$ cat config.mk
export PLATFORM = sky130hd
export DESIGN_NAME = regex_dot_star_matcher_top
export DESIGN_NICKNAME = d
export VERILOG_FILES = /design/src/rdsm_pkg.sv /design/src/regex_dot_star_matcher_top.sv /design/src/rdsm_cell.sv
export SDC_FILE = /design/constraint.sdc
export NUM_CORES = 1
export LEC_CHECK = 0
export BUFFER_PORTS_ARGS = -buffer_cell sky130_fd_sc_hd__buf_4
export CELL_PAD_IN_SITES_DETAIL_PLACEMENT = 0
export CELL_PAD_IN_SITES_GLOBAL_PLACEMENT = 1
export CORE_MARGIN = 4
export CORE_UTILIZATION = 45
export DETAILED_ROUTE_END_ITERATION = 12
export PLACE_DENSITY_LB_ADDON = 0.15
export SYNTH_ARGS = -nofsm -noshare
export SYNTH_HDL_FRONTEND = slang
export SYNTH_SLANG_ARGS = --single-unit
export TNS_END_PERCENT = 100
$ cat constraint.sdc
create_clock -name aclk -period 4.6 [get_ports aclk]
set_input_delay 0.23 -clock aclk [delete_from_list [all_inputs] [get_ports aclk]]
set_output_delay 0.23 -clock aclk [all_outputs]
set_load 0.02 [all_outputs]
$ cat src/rdsm_pkg.sv
package rdsm_pkg;

    localparam int unsigned MAX_PATTERN_DEF = 64;

    localparam logic [7:0] STAR_BYTE = 8'h2A;
    localparam logic [7:0] ANY_BYTE  = 8'h2E;

    typedef enum logic [1:0] {
        KIND_CLEAR  = 2'd0,
        KIND_APPEND = 2'd1,
        KIND_TEXT   = 2'd2,
        KIND_END    = 2'd3
    } kind_t;

    typedef enum logic [1:0] {
        OP_HOLD,
        OP_REARM,
        OP_ADVANCE,
        OP_CLOSE
    } cell_op_t;

    typedef struct packed {
        cell_op_t   op;
        logic       append;
        logic [7:0] symbol;
    } cell_ctrl_t;

    typedef enum logic {
        ST_IDLE,
        ST_CLOSE
    } state_t;

endpackage

$ cat src/regex_dot_star_matcher_top.sv
// An end-of-text request gives its registered result in the cycle after acceptance.
// After each request the block takes no new one until the closure has settled
// across every consecutive starred element the reachable set spreads to; the
// closure moves one cell pair per cycle down the cell row.
// Reset: synchronous active-low; empty pattern, no overflow, position zero reachable.
module regex_dot_star_matcher_top #(
    parameter int unsigned MAX_PATTERN = rdsm_pkg::MAX_PATTERN_DEF
) (
    input  logic       aclk,
    input  logic       aresetn,
    input  logic       s_valid,
    output logic       s_ready,
    input  logic [1:0] s_kind,
    input  logic [7:0] s_symbol,
    output logic       m_valid,
    input  logic       m_ready,
    output logic       m_matched,
    output logic       m_overflow
);
    import rdsm_pkg::*;

    localparam int unsigned LenW = $clog2(MAX_PATTERN + 1);
    localparam logic [LenW-1:0] LEN_MAX = LenW'(MAX_PATTERN);

    state_t          state_reg, state_next;
    logic [LenW-1:0] len_reg, len_next;
    logic            ovf_reg, ovf_next;
    logic            end_reg, end_next;
    logic            m_valid_reg, m_valid_next;
    logic            m_matched_reg, m_matched_next;
    logic            m_overflow_reg, m_overflow_next;

    cell_ctrl_t ctrl;
    kind_t      kind;
    logic       accept;
    logic       any_change;

    logic [MAX_PATTERN-1:0] adv;
    logic [MAX_PATTERN-1:0] cls;
    logic [MAX_PATTERN-1:0] star;
    logic [MAX_PATTERN-1:0] bits;
    logic [MAX_PATTERN-1:0] chg;
    logic [MAX_PATTERN:0]   pos_bits;

    assign kind = kind_t'(s_kind);

    // Only an end-of-text request has to wait for the output register.
    assign s_ready = (state_reg == ST_IDLE) &&
                     !(kind == KIND_END && m_valid_reg && !m_ready);
    assign accept  = s_valid && s_ready;

    for (genvar i = 0; i < MAX_PATTERN; i++) begin : g_cell
        logic adv_prev;
        logic cls_prev2;
        logic star_succ;

        if (i >= 1) begin : g_adv
            assign adv_prev = adv[i-1];
        end else begin : g_adv0
            assign adv_prev = 1'b0;
        end

        if (i >= 2) begin : g_cls
            assign cls_prev2 = cls[i-2];
        end else begin : g_cls0
            assign cls_prev2 = 1'b0;
        end

        if (i + 1 < MAX_PATTERN) begin : g_star
            assign star_succ = star[i+1];
        end else begin : g_star0
            assign star_succ = 1'b0;
        end

        rdsm_cell #(
            .MaxPattern (MAX_PATTERN),
            .Index      (i)
        ) u_cell (
            .aclk         (aclk),
            .aresetn      (aresetn),
            .ctrl         (ctrl),
            .len          (len_reg),
            .adv_in       (adv_prev),
            .cls_in       (cls_prev2),
            .star_next_in (star_succ),
            .star_out     (star[i]),
            .adv_out      (adv[i]),
            .cls_out      (cls[i]),
            .bit_out      (bits[i]),
            .changed_out  (chg[i])
        );
    end

    // Every reachable position, including the one past the last cell; the
    // bit at the current pattern length tells whether the text matched.
    assign pos_bits = {end_reg, bits};

    // Control word broadcast to every cell.
    always_comb begin
        ctrl.op     = OP_HOLD;
        ctrl.append = 1'b0;
        ctrl.symbol = s_symbol;
        unique case (state_reg)
            ST_IDLE: begin
                if (accept) begin
                    unique case (kind)
                        KIND_CLEAR:  ctrl.op = OP_REARM;
                        KIND_APPEND: begin
                            ctrl.op     = OP_REARM;
                            ctrl.append = (len_reg < LEN_MAX);
                        end
                        KIND_TEXT:   ctrl.op = OP_ADVANCE;
                        KIND_END:    ctrl.op = OP_REARM;
                        default:     ctrl.op = OP_HOLD;
                    endcase
                end
            end
            ST_CLOSE: ctrl.op = OP_CLOSE;
            default:  ctrl.op = OP_HOLD;
        endcase
    end

    // The position past the last element has no element of its own.
    always_comb begin
        unique case (ctrl.op)
            OP_HOLD:    end_next = end_reg;
            OP_REARM:   end_next = 1'b0;
            OP_ADVANCE: end_next = adv[MAX_PATTERN-1];
            OP_CLOSE:   end_next = end_reg || cls[MAX_PATTERN-2];
            default:    end_next = end_reg;
        endcase
    end

    assign any_change = (|chg) || (end_next != end_reg);

    always_comb begin
        state_next      = state_reg;
        len_next        = len_reg;
        ovf_next        = ovf_reg;
        m_valid_next    = m_valid_reg && !m_ready;
        m_matched_next  = m_matched_reg;
        m_overflow_next = m_overflow_reg;
        unique case (state_reg)
            ST_IDLE: begin
                if (accept) begin
                    state_next = ST_CLOSE;
                    unique case (kind)
                        KIND_CLEAR: begin
                            len_next = '0;
                            ovf_next = 1'b0;
                        end
                        KIND_APPEND: begin
                            if (len_reg < LEN_MAX) begin
                                len_next = len_reg + LenW'(1);
                            end else begin
                                ovf_next = 1'b1;
                            end
                        end
                        KIND_TEXT: begin
                        end
                        KIND_END: begin
                            m_valid_next    = 1'b1;
                            m_matched_next  = pos_bits[len_reg];
                            m_overflow_next = ovf_reg;
                        end
                        default: begin
                        end
                    endcase
                end
            end
            ST_CLOSE: begin
                if (!any_change) begin
                    state_next = ST_IDLE;
                end
            end
            default: state_next = ST_IDLE;
        endcase
    end

    always_ff @(posedge aclk) begin
        if (!aresetn) begin
            state_reg   <= ST_IDLE;
            len_reg     <= '0;
            ovf_reg     <= 1'b0;
            end_reg     <= 1'b0;
            m_valid_reg <= 1'b0;
        end else begin
            state_reg   <= state_next;
            len_reg     <= len_next;
            ovf_reg     <= ovf_next;
            end_reg     <= end_next;
            m_valid_reg <= m_valid_next;
        end
    end

    always_ff @(posedge aclk) begin
        m_matched_reg  <= m_matched_next;
        m_overflow_reg <= m_overflow_next;
    end

    assign m_valid    = m_valid_reg;
    assign m_matched  = m_matched_reg;
    assign m_overflow = m_overflow_reg;

    a_len_bound: assert property (@(posedge aclk) disable iff (!aresetn)
        len_reg <= LEN_MAX)
        else $error("pattern length beyond store depth");

    a_ovf_full: assert property (@(posedge aclk) disable iff (!aresetn)
        ovf_reg |-> len_reg == LEN_MAX)
        else $error("overflow flagged with room left in the store");

    a_ready_idle: assert property (@(posedge aclk) disable iff (!aresetn)
        s_ready |-> state_reg == ST_IDLE)
        else $error("request taken during closure");

    a_end_result: assert property (@(posedge aclk) disable iff (!aresetn)
        (accept && kind == KIND_END) |=>
            m_valid_reg && m_matched_reg == $past(pos_bits[len_reg]))
        else $error("end of text gave no result or a wrong flag");

endmodule

$ cat src/rdsm_cell.sv
module rdsm_cell #(
    parameter int unsigned MaxPattern = rdsm_pkg::MAX_PATTERN_DEF,
    parameter int unsigned Index      = 0,
    localparam int unsigned LenW      = $clog2(MaxPattern + 1)
) (
    input  logic                 aclk,
    input  logic                 aresetn,
    input  rdsm_pkg::cell_ctrl_t ctrl,
    input  logic [LenW-1:0]      len,
    input  logic                 adv_in,
    input  logic                 cls_in,
    input  logic                 star_next_in,
    output logic                 star_out,
    output logic                 adv_out,
    output logic                 cls_out,
    output logic                 bit_out,
    output logic                 changed_out
);
    import rdsm_pkg::*;

    localparam logic [LenW-1:0] IDX      = LenW'(Index);
    localparam logic [LenW-1:0] IDX_NEXT = LenW'(Index + 1);
    localparam logic            BIT_INIT = (Index == 0);

    logic [7:0] elem_reg;
    logic       bit_reg;
    logic       bit_next;
    logic       in_pattern;
    logic       starred;
    logic       match;

    assign in_pattern = IDX < len;
    // The element is starred when the next stored byte is a star inside the pattern.
    assign starred    = (IDX_NEXT < len) && star_next_in;
    assign match      = bit_reg && in_pattern &&
                        ((elem_reg == ctrl.symbol) || (elem_reg == ANY_BYTE));

    assign star_out    = (elem_reg == STAR_BYTE);
    assign adv_out     = match && !starred;
    assign cls_out     = bit_reg && starred;
    assign bit_out     = bit_reg;
    assign changed_out = (bit_next != bit_reg);

    always_comb begin
        unique case (ctrl.op)
            OP_HOLD:    bit_next = bit_reg;
            OP_REARM:   bit_next = BIT_INIT;
            OP_ADVANCE: bit_next = adv_in || (match && starred);
            OP_CLOSE:   bit_next = bit_reg || cls_in;
            default:    bit_next = bit_reg;
        endcase
    end

    always_ff @(posedge aclk) begin
        if (!aresetn) begin
            bit_reg <= BIT_INIT;
        end else begin
            bit_reg <= bit_next;
        end
    end

    always_ff @(posedge aclk) begin
        if (ctrl.op == OP_REARM && ctrl.append && len == IDX) begin
            elem_reg <= ctrl.symbol;
        end
    end

endmodule
Yosys cells after proc, flatten, opt, wreduce, memory -nomap -nowiden
Index checks and enable logic that the tools add are counted.

Add/sub/neg operators: 1. $lt $le $gt $ge: 66. Equality and inequality tests: 327. Mux-type cells: 82. Bitwise operators: 1. Reductions and logical operators: 715.

Operator list (count): $eq 8x6->1 const B (127); $eq 8x8->1 (64); $logic_and 1x1->1 (450); $pmux 1 s4 (63); $eq 7x6->1 const B (32); $lt 6x7->1 const A (32); $logic_or 1x1->1 (190); $eq 7x5->1 const B (16); $lt 5x7->1 const A (16); $logic_not 1->1 (65); $ne 1x1->1 (65); $reduce_or 64->1 (1); $eq 7x4->1 const B (8); $lt 4x7->1 const A (8); $eq 7x3->1 const B (4); $lt 3x7->1 const A (4); $eq 7x2->1 const B (2); $lt 1x7->1 const A (2); $lt 2x7->1 const A (2); $pmux 7 s2 (1); $mux 1 (9); $eq 2x2->1 const B (4); $lt 7x8->1 const B (1); $pmux 2 s2 (2); other kinds (18) (24).

Register bits after elaboration: 589. Input bits: 14. Output and inout bits: 4. Word-level logic and storage cells: 1327.

Logic depth before layout (Yosys ltp)
Gate-level depths: netlist of the first run.

Depth in word-level cells: 16. Mapped depth: 18.

Worst setup path before layout of the first run
OpenSTA, ideal clock, no wires.

Kind: reg-to-reg. Start: register m_valid_reg, in the netlist m_valid. End: register state_reg. Library setup time: 0.140 ns. Arrival time: 3.693 ns. Required time: 4.460 ns. Setup slack: 0.767 ns. Stages on the path, launching flop included: 19. Buffers on the path: 3. Clock period less this slack: 3.833 ns. Cell sequence: dfxtp_1 > nor2b_1 > a31oi_1 > nand2_1 > o21ai_0 > inv_1 > ha_1 > clkbuf_1 > inv_1 > clkbuf_1 > clkbuf_1 > nor3_1 > a32oi_1 > or2_1 > a21oi_1 > a211oi_1 > nand4_1 > nor4_1 > a221oi_1.

Word-level cells in the longest chain between the ends: 15. Elaborated cells on any way between the ends: 147. Classes of those cells: eq/ne: 68; mux: 70; reduce/logical: 9.

RTL lines: start, declared (line regex_dot_star_matcher_top.sv:29) `logic m_valid_reg, m_valid_next;`; start signal, assigned (line regex_dot_star_matcher_top.sv:192) `m_valid_reg <= m_valid_next;`; $logic_and 1x1->1 * (2 in series) (line regex_dot_star_matcher_top.sv:49) `!(kind == KIND_END && m_valid_reg && !m_ready);`; $logic_not 1->1 * (line regex_dot_star_matcher_top.sv:49); $logic_and 1x1->1 * (line regex_dot_star_matcher_top.sv:48) `assign s_ready = (state_reg == ST_IDLE) &&`; via s_ready (line regex_dot_star_matcher_top.sv:12) `output logic s_ready,`; $logic_and 1x1->1 * (line regex_dot_star_matcher_top.sv:50) `assign accept = s_valid && s_ready;`; $mux 3 (line regex_dot_star_matcher_top.sv:105) `if (accept) begin`; $pmux 2 s2 (line regex_dot_star_matcher_top.sv:103) `unique case (state_reg)`; $eq 2x2->1 / $logic_not 2->1 (equally long branches) (line regex_dot_star_matcher_top.sv:125, rdsm_cell.sv:45); $reduce_or 2->1 (no source line); $pmux 1 s3 (line rdsm_cell.sv:45) `unique case (ctrl.op)`; $ne 1x1->1 (line rdsm_cell.sv:42) `assign changed_out = (bit_next != bit_reg);`; $reduce_or 64->1 (line regex_dot_star_matcher_top.sv:134) `assign any_change = (|chg) || (end_next != end_reg);`; $logic_or 1x1->1 (line regex_dot_star_matcher_top.sv:134); $mux 1 (line regex_dot_star_matcher_top.sv:172) `if (!any_change) begin`; $pmux 1 s2 * (line regex_dot_star_matcher_top.sv:143) `unique case (state_reg)`; end signal, assigned (line regex_dot_star_matcher_top.sv:188) `state_reg <= state_next;`; end, declared (line regex_dot_star_matcher_top.sv:25) `state_t state_reg, state_next;`.

Mark *: on every way through the listed nets, which the timed path passes. The rest lies on a longest branch. A chain may end at the register's enable or synchronous reset.

Final worst setup path of the first run
Start: register m_valid_reg, in the netlist m_valid. End: register state_reg.

Word-level cells in the longest chain between the ends: 15. Elaborated cells on any way between the ends: 147. Classes of those cells: eq/ne: 68; mux: 70; reduce/logical: 9.

RTL lines (line): $logic_and 1x1->1 * (2 in series) (regex_dot_star_matcher_top.sv:49); $logic_not 1->1 * (regex_dot_star_matcher_top.sv:49); $logic_and 1x1->1 * (regex_dot_star_matcher_top.sv:48); $logic_and 1x1->1 * (regex_dot_star_matcher_top.sv:50); $mux 3 (regex_dot_star_matcher_top.sv:105); $pmux 2 s2 (regex_dot_star_matcher_top.sv:103); $eq 2x2->1 / $logic_not 2->1 (equally long branches) (regex_dot_star_matcher_top.sv:125, rdsm_cell.sv:45); $reduce_or 2->1 (no source line); $pmux 1 s3 (rdsm_cell.sv:45); $ne 1x1->1 (rdsm_cell.sv:42); $reduce_or 64->1 (regex_dot_star_matcher_top.sv:134); $logic_or 1x1->1 (regex_dot_star_matcher_top.sv:134); $mux 1 (regex_dot_star_matcher_top.sv:172); $pmux 1 s2 * (regex_dot_star_matcher_top.sv:143).

Every way passes the cells marked *; elsewhere a longest branch is shown, timed or not.

==> key figures, run 1 <==
Logic synthesis
  • Ranking of synthesized cells by area: edfxtp_1, xnor2_1, xor2_1, dfxtp_1, nor2_1
  • Number of distinct standard cells referenced by the synthesized netlist: 93
  • Net count of the mapped netlist: 2730
  • Post-synth EDFFs: 514
  • Most used flip-flop cell after synthesis: edfxtp_1
  • FF+latch count, synth: 589
  • Leading post-synthesis cells by instance count: edfxtp_1, xnor2_1, xor2_1
  • Synthesized area per cell: 11.6 um2
  • Share of the yosys chip area belonging to registers: 53.8%
  • Number of warning messages in the yosys log: 0
  • Top cell type by total area after synthesis: edfxtp_1
  • Most numerous cell in the Yosys netlist: edfxtp_1
  • Synthesized instance count: 2708
  • Async set or reset register ratio after synthesis: 0%
  • Share of Yosys cell area claimed by the top area cell type: 49.0%
  • Cell area after technology mapping: 31500 um2

Min path
  • Number of stages on the worst hold path: 1
  • Worst-case hold path end point: g_cell[24].u_cell.elem_reg[1]$_DFFE_PP_
  • Launch instance of the worst min-delay path: s_symbol[1]
  • Hold Path Class: in -> reg

Timing
  • Actual transition at the worst max-transition pin: 1320 ps
  • Skew final: 29.1 ps
  • RSZ-0062 raised after global routing: no
  • Final period util: 93.0%
  • Final setup slack of the worst path: 323 ps
  • Slew HR: 11.6%
  • Minimum clock period after layout: 4280 ps
  • Setup TNS: 0 ps
  • Highest clock rate: 0.234 GHz
  • Minimum hold slack: 16.0 ps
  • Number of slew-limit violations in the final report: 0
  • # setup viols final: 0
  • Number of hold-slack violations in the final timing report: 0

Clock tree
  • TritonCTS Buffers: 67
  • Buffer type at the clock tree root: clkbuf_16
  • Resized Gates After CTS: 0
  • Post-CTS clock slew at the launch and capture registers of the worst setup and hold paths: 70 ps
  • Max H-tree Level: 3
  • TritonCTS sink count: 589
  • Number of buffers between clock root and the deepest sink: 3
  • Source-to-sink clock delay at the later pin of the worst-skew pair: 630 ps
  • Clock tree from TritonCTS: done

Critical path
  • Data arrival, critical path: 4760 ps
  • Data required time at the worst endpoint: 5080 ps
  • R2R Path Start: m_valid$_SDFF_PN0_
  • Maximum fanout along the worst path: 52
  • Endpoint class of the critical path: register
  • Sort of element at the start of the critical path: register
  • Worst R2R Path Depth: 16
  • Internal reg-to-reg setup slack: 320 ps
  • Destination of the worst register-to-register timing path: state_reg$_SDFF_PN0_
  • WS Path Type: reg -> reg

Place
  • Placement-stage cell area: 33900 um2
  • I/O Buffers: 17
  • Setup Slack @ Placement: 496 ps
  • Gp weighted congestion: 1.01
  • Sum of net half-perimeters after detailed placement: 84.4 mm

Global routing
  • Vias in the first global route: 23700
  • Largest net degree at the start of global routing: 53
  • Remaining global-route overflow: 0
  • M3 GR Usage: 5.81%
  • Met1 Track Usage GR: 41.1%
  • Initial antenna violation count: 4
  • M2 GR Usage: 47.2%
  • Tot GR Track Use: 30.1%
  • First-pass GRT wire length: 165 mm
  • Most heavily used metal layer in global routing: met2

Drt
  • Number of nets still failing antenna checks after routing: 0
  • Total via count in the routed design: 24000
  • Vias per cell: 6.27
  • Per-cell routed wire length: 29.6 um
  • Post-detailed-route DRC marker count: 0
  • Starting DRT DRC Count: 2624
  • Detailed Routing Iterations Pass 1: 5
  • Sum of routed wire length over all layers: 113 mm

Final layout
  • Max reg flops: 512
  • NumNets Final: 2865
  • Storage cell area: 16900 um2
  • Fraction of the core area covered by cells at the end of the flow: 52.3%
  • Signed area change from the synthesized netlist to the final layout: 14.7%
  • Filler Cells Inserted: 6038
  • Share of cells above drive strength 1: 12.8%
  • Cell area after layout: 36100 um2
  • Area occupied by multi-input gates: 13600 um2

Die
  • Row count: 96
  • Die extent in y: 272 um
  • Die span in x: 272 um
  • Initial standard-cell utilization of the core: 45.6%
  • Placeable core region: 68900 um2
  • Die area: 74200 um2
  • Number of top-level design ports: 18

Power
  • Static Leak: 11.6 nW
  • Power density relative to cell area: 351 nW/um2
  • Worst IR Drop VDD: 0.467 mV

Status
  • Outcome: finished, final reports clean

Flow run
  • Max-cap viol count: 0
-- timing repair --
| item | 4_1_cts | 5_1_grt |
|---|---|---|
| endpoints found under the hold margin | 5 | 0 |
| hold buffers | 3 | 0 |
| setup buffers | 0 | 0 |
-- routing by layer --
metal  share of wire, %  up-vias
met4                5.1        2
met2                 45     1070
met5              0.011        -
met1                 42    12000
met3                7.7      273
li1                   -    10600
-- stage by stage --
step                      std cells  total power, mW
after floorplan                2708             6.72
after global placement         3702             7.31
after detailed placement       3702             7.31
after CTS                      3822             12.7
after global routing           3823             13.0
final                          3824             12.7
-- logic make-up after synthesis --
family,synth area share (%)
adders and majority gates,0.318
AOI/OAI and AO/OA,11.1
DFF,53.8
buffers and inverters,3.06
xor gates and xnor gates,14.4
muxes,1.42
and+or+nand+nor,15.9
-- critical path, cell delays in order (launching register included) --
cell and delay, ps:
dfxtp_1 330, nor2b_1 180, a31oi_1 120, nand2_1 100, o21ai_0 180, inv_1 180, ha_2 230, buf_12 290
o31a_1 370, and3_1 220, nand2_1 60, o221ai_1 340, o2111ai_1 260, a2111oi_0 620, nand4_1 190, nor4_1 290
a221oi_1 120
-- cell usage in the layout (no fill, tap or decap), drive strengths merged, types with 19 or more instances in the layout --
cell type,count
nand3b,40
nand3,50
xor2,250
mux4,19
clkbuf,85
buf,211
a22o,21
nand2,139
xnor2,266
a31oi,53
inv,65
nor4,82
clkinv,22
edfxtp,514
o22ai,33
nor3,66
nor4b,41
and3,25
o21ai,73
a21oi,83
or4b,30
a211oi,30
nand4b,23
nor2,182
dfxtp,75
nand4,95
-- worst max-delay path by stage --
stage,startpoint,slack (ps),cells after the start,to
5_1_grt,m_valid$_SDFF_PN0_,70,16,state_reg$_SDFF_PN0_
4_1_cts,m_valid$_SDFF_PN0_,470,17,state_reg$_SDFF_PN0_
3_5_place_dp,m_valid$_SDFF_PN0_,500,17,state_reg$_SDFF_PN0_
2_1_floorplan,m_valid$_SDFF_PN0_,770,18,state_reg$_SDFF_PN0_
6_report,m_valid$_SDFF_PN0_,320,16,state_reg$_SDFF_PN0_
3_3_place_gp,m_valid$_SDFF_PN0_,360,17,state_reg$_SDFF_PN0_
-- report_power, final --
| part | switching (mW) | total, mW | internal (mW) |
|---|---|---|---|
| combinational | 0.818 | 1.28 | 0.459 |
| clock | 2.18 | 5.43 | 3.25 |
| sequential | 0.106 | 5.95 | 5.85 |
| total | 3.11 | 12.7 | 9.55 |
-- area by class of cell --
cell class / instances / area share (%)
Sequential cell: 589 / 46.9
Multi-Input combinational cell: 1907 / 37.7
Timing Repair Buffer: 214 / 5.35
Clock buffer: 85 / 5.04
Tap cell: 931 / 3.23
Clock inverter: 32 / 1.07
Inverter: 64 / 0.666
Antenna cell: 2 / 0.0139
Note: power is estimated with default switching activity, not from simulation.
==> run 2: changes to the inputs <==
--- a/config.mk
+++ b/config.mk
@@ -5,6 +5,7 @@
 export SDC_FILE = /design/constraint.sdc
 export NUM_CORES = 1
 export LEC_CHECK = 0
+export ABC_AREA = 1
 export BUFFER_PORTS_ARGS = -buffer_cell sky130_fd_sc_hd__buf_4
 export CELL_PAD_IN_SITES_DETAIL_PLACEMENT = 0
 export CELL_PAD_IN_SITES_GLOBAL_PLACEMENT = 1
==> constraint.sdc (replaced) <==
create_clock -name aclk -period 3.8 [get_ports aclk]
set_input_delay 0.19 -clock aclk [delete_from_list [all_inputs] [get_ports aclk]]
set_output_delay 0.19 -clock aclk [all_outputs]
set_load 0.02 [all_outputs]
==> key figures, run 2 <==
Logic synthesis
  • Number of warning messages in the yosys log: 0 (unchanged)
  • Net count of the mapped netlist: 4030 (was 2730)
  • Most numerous cell in the Yosys netlist: nand2_1 (was edfxtp_1)
  • Top cell type by total area after synthesis: edfxtp_1 (unchanged)
  • Share of the yosys chip area belonging to registers: 50.4% (was 53.8%)
  • Post-synth EDFFs: 514 (unchanged)
  • Share of Yosys cell area claimed by the top area cell type: 45.9% (was 49.0%)
  • Ranking of synthesized cells by area: edfxtp_1, nand2_1, xnor2_1, nor2_1, nand3_1 (was edfxtp_1, xnor2_1, xor2_1, dfxtp_1, nor2_1)
  • Number of distinct standard cells referenced by the synthesized netlist: 45 (was 93)
  • Synthesized area per cell: 8.38 um2 (was 11.6 um2)
  • Cell area after technology mapping: 33600 um2 (was 31500 um2)
  • Most used flip-flop cell after synthesis: edfxtp_1 (unchanged)
  • Async set or reset register ratio after synthesis: 0% (unchanged)
  • Leading post-synthesis cells by instance count: nand2_1, nor2_1, edfxtp_1 (was edfxtp_1, xnor2_1, xor2_1)
  • Synthesized instance count: 4008 (was 2708)
  • FF+latch count, synth: 589 (unchanged)

Drt
  • Per-cell routed wire length: 19.3 um (was 29.6 um)
  • Detailed Routing Iterations Pass 1: 7 (was 5)
  • Vias per cell: 5.17 (was 6.27)
  • Sum of routed wire length over all layers: 99.1 mm (was 113 mm)
  • Total via count in the routed design: 26600 (was 24000)
  • Post-detailed-route DRC marker count: 0 (unchanged)
  • Starting DRT DRC Count: 2382 (was 2624)
  • Number of nets still failing antenna checks after routing: 0 (unchanged)

Critical path
  • Worst R2R Path Depth: 20 (was 16)
  • Data arrival, critical path: 3840 ps (was 4760 ps)
  • Sort of element at the start of the critical path: register (unchanged)
  • Slowest Stage Delay on Critical Path: 530 ps (was 620 ps)
  • Slowest stage cell on the critical path: o21ai_0 (was a2111oi_0)
  • Cell Chain, Critical Path: buf_4, nand2_1, nand2_1, inv_1, o21ai_0, nand3_1, nand3_1, nand2_1, nand2_1, nand2_1, nand3_1, nand2_1, nor2_1, nand2_1, nor2_1, nand2_1, nor2_1, nand2_1, nand2_1, a21oi_1 (was nor2b_1, a31oi_1, nand2_1, o21ai_0, inv_1, ha_2, buf_12, o31a_1, and3_1, nand2_1, o221ai_1, o2111ai_1, a2111oi_0, nand4_1, nor4_1, a221oi_1)
  • Destination of the worst register-to-register timing path: state_reg$_SDFF_PN0_ (unchanged)
  • Library cell appearing most often on the critical path: nand2_1 (unchanged)
  • WS Path Type: reg -> reg (unchanged)
  • Maximum fanout along the worst path: 6 (was 52)
  • Endpoint class of the critical path: register (unchanged)
  • Data required time at the worst endpoint: 4260 ps (was 5080 ps)
  • Internal reg-to-reg setup slack: 420 ps (was 320 ps)
  • R2R Path Start: len_reg[1]$_SDFFE_PN0P_ (was m_valid$_SDFF_PN0_)

Global routing
  • Largest net degree at the start of global routing: 133 (was 53)
  • First-pass GRT wire length: 150 mm (was 165 mm)
  • Vias in the first global route: 24700 (was 23700)
  • M2 GR Usage: 41.1% (was 47.2%)
  • Most heavily used metal layer in global routing: met2 (unchanged)
  • Initial antenna violation count: 2 (was 4)
  • Tot GR Track Use: 25.0% (was 30.1%)
  • Met1 Track Usage GR: 34.8% (was 41.1%)
  • M3 GR Usage: 3.44% (was 5.81%)
  • Remaining global-route overflow: 0 (unchanged)

Final layout
  • NumNets Final: 4153 (was 2865)
  • Max reg flops: 512 (unchanged)
  • Area occupied by multi-input gates: 14500 um2 (was 13600 um2)
  • Ant. Diodes: 0 (was 2)
  • Non-filler cells in the finished layout: 5143 (was 3824)
  • Signed area change from the synthesized netlist to the final layout: 13.0% (was 14.7%)
  • Most common library cell in the layout ignoring fill and taps: nand2_1 (was edfxtp_1)
  • Filler Cells Inserted: 6909 (was 6038)
  • Fraction of the core area covered by cells at the end of the flow: 51.7% (was 52.3%)
  • Share of cells above drive strength 1: 7.60% (was 12.8%)
  • Most frequent cells in the layout: nand2_1, nor2_1, edfxtp_1 (was edfxtp_1, xnor2_1, xor2_1)
  • Storage cell area: 16900 um2 (about the same)

Min path
  • Launch instance of the worst min-delay path: s_symbol[2] (was s_symbol[1])
  • Hold Path Class: in -> reg (unchanged)
  • Number of stages on the worst hold path: 1 (unchanged)
  • Worst-case hold path end point: g_cell[0].u_cell.elem_reg[2]$_DFFE_PP_ (was g_cell[24].u_cell.elem_reg[1]$_DFFE_PP_)

Timing
  • Minimum clock period after layout: 3380 ps (was 4280 ps)
  • Actual transition at the worst max-transition pin: 960 ps (was 1320 ps)
  • Final period util: 88.9% (was 93.0%)
  • Number of hold-slack violations in the final timing report: 0 (unchanged)
  • Setup TNS: 0 ps (unchanged)
  • Number of slew-limit violations in the final report: 0 (unchanged)
  • Skew final: 26.9 ps (was 29.1 ps)
  • # setup viols final: 0 (unchanged)
  • Minimum hold slack: 91.5 ps (was 16.0 ps)
  • Final setup slack of the worst path: 423 ps (was 323 ps)
  • RSZ-0062 raised after global routing: no (unchanged)
  • Highest clock rate: 0.296 GHz (was 0.234 GHz)
  • Slew HR: 35.9% (was 11.6%)

Place
  • Setup Slack @ Placement: 399 ps (was 496 ps)
  • Gp weighted congestion: 0.994 (was 1.01)
  • I/O Buffers: 17 (unchanged)
  • Sum of net half-perimeters after detailed placement: 70.9 mm (was 84.4 mm)
  • Placed insts: 5010 (was 3702)

Die
  • Initial standard-cell utilization of the core: 45.7% (was 45.6%)
  • Die area: 79100 um2 (was 74200 um2)
  • Die span in x: 281 um (was 272 um)
  • Die extent in y: 281 um (was 272 um)
  • Row count: 99 (was 96)
  • Number of top-level design ports: 18 (unchanged)
  • Placeable core region: 73500 um2 (was 68900 um2)

Power
  • Static Leak: 14.9 nW (was 11.6 nW)
  • Worst IR Drop VDD: 0.354 mV (was 0.467 mV)
  • Power density relative to cell area: 398 nW/um2 (was 351 nW/um2)

Clock tree
  • TritonCTS Buffers: 67 (unchanged)
  • Source-to-sink clock delay at the later pin of the worst-skew pair: 620 ps (was 630 ps)
  • Post-CTS repair timing setup buffer count: 0 (unchanged)
  • Post-CTS clock slew at the launch and capture registers of the worst setup and hold paths: 70 ps (about the same)
  • Buffer type at the clock tree root: clkbuf_16 (unchanged)
  • Number of buffers between clock root and the deepest sink: 3 (unchanged)
  • Clock tree from TritonCTS: done (unchanged)
  • Max H-tree Level: 3 (unchanged)
  • TritonCTS sink count: 589 (unchanged)

Status
  • Outcome: finished, final reports clean (unchanged)

Flow run
  • Max-cap viol count: 0 (unchanged)
run 2: logic make-up after synthesis:
family	synth area share [%]
AO/OA/AOI/OAI	4.40
XOR/XNOR	11.0
adder cells (fa/ha/maj)	0.298
buffers and inverters	6.36
flip-flops	50.4
AND/OR/NAND/NOR	27.5
run 2: layout make-up:
type                            count  area share, %
Sequential cell                   589           44.6
Tap cell                          959           3.16
Clock buffer                       87           4.72
Inverter                          397           3.93
Multi-Input combinational cell   2896           38.3
Clock inverter                     35          0.929
Timing Repair Buffer              180           4.34
run 2: worst max path at each step:
stage	end	slack, ps	depth (start not counted)	from
after global routing	state_reg$_SDFF_PN0_	120	21	m_valid$_SDFF_PN0_
after detailed placement	state_reg$_SDFF_PN0_	400	21	s_kind[1]
after floorplan	g_cell[43].u_cell.elem_reg[0]$_DFFE_PP_	580	13	m_valid$_SDFF_PN0_
final	state_reg$_SDFF_PN0_	420	20	len_reg[1]$_SDFFE_PN0P_
after CTS	state_reg$_SDFF_PN0_	390	21	m_valid$_SDFF_PN0_
after global placement	state_reg$_SDFF_PN0_	440	21	s_kind[1]
run 2: worst max-delay path: cells and delay by family, from the launching register on:
family / cells / cell delay, ps
simple gates: 16 / 1850
flops: 1 / 490
compound gates: 2 / 580
buf+inv: 2 / 320
run 2: per-layer routing:
metal	wire [um]	vias to the layer above	part of all wire (%)
li1	-	13300	-
met1	45000	12400	45
met2	45400	729	46
met3	5650	163	5.7
met4	3080	0	3.1
met5	0	-	0
run 2: report_power, final:
group	total [mW]	switching (mW)	internal, mW	leakage [nW]
Sequential	7.17	0.0761	7.09	5.23
Combinational	1.57	1.05	0.525	8.59
Clock	6.36	2.66	3.70	1.04
run 2: per-stage QoR:
stage | area [um2] | power, mW
after floorplan | 33600 | 8.30
after global placement | 35700 | 8.85
after detailed placement | 35700 | 8.86
after CTS | 38000 | 15.2
after global routing | 38000 | 15.6
final | 38000 | 15.1
run 2: timing repair:
item                                    4_1_cts  5_1_grt
endpoints found under the setup margin        0        1
gates resized for setup                       0        1
endpoints found under the hold margin        43        0
hold buffers                                 11        0
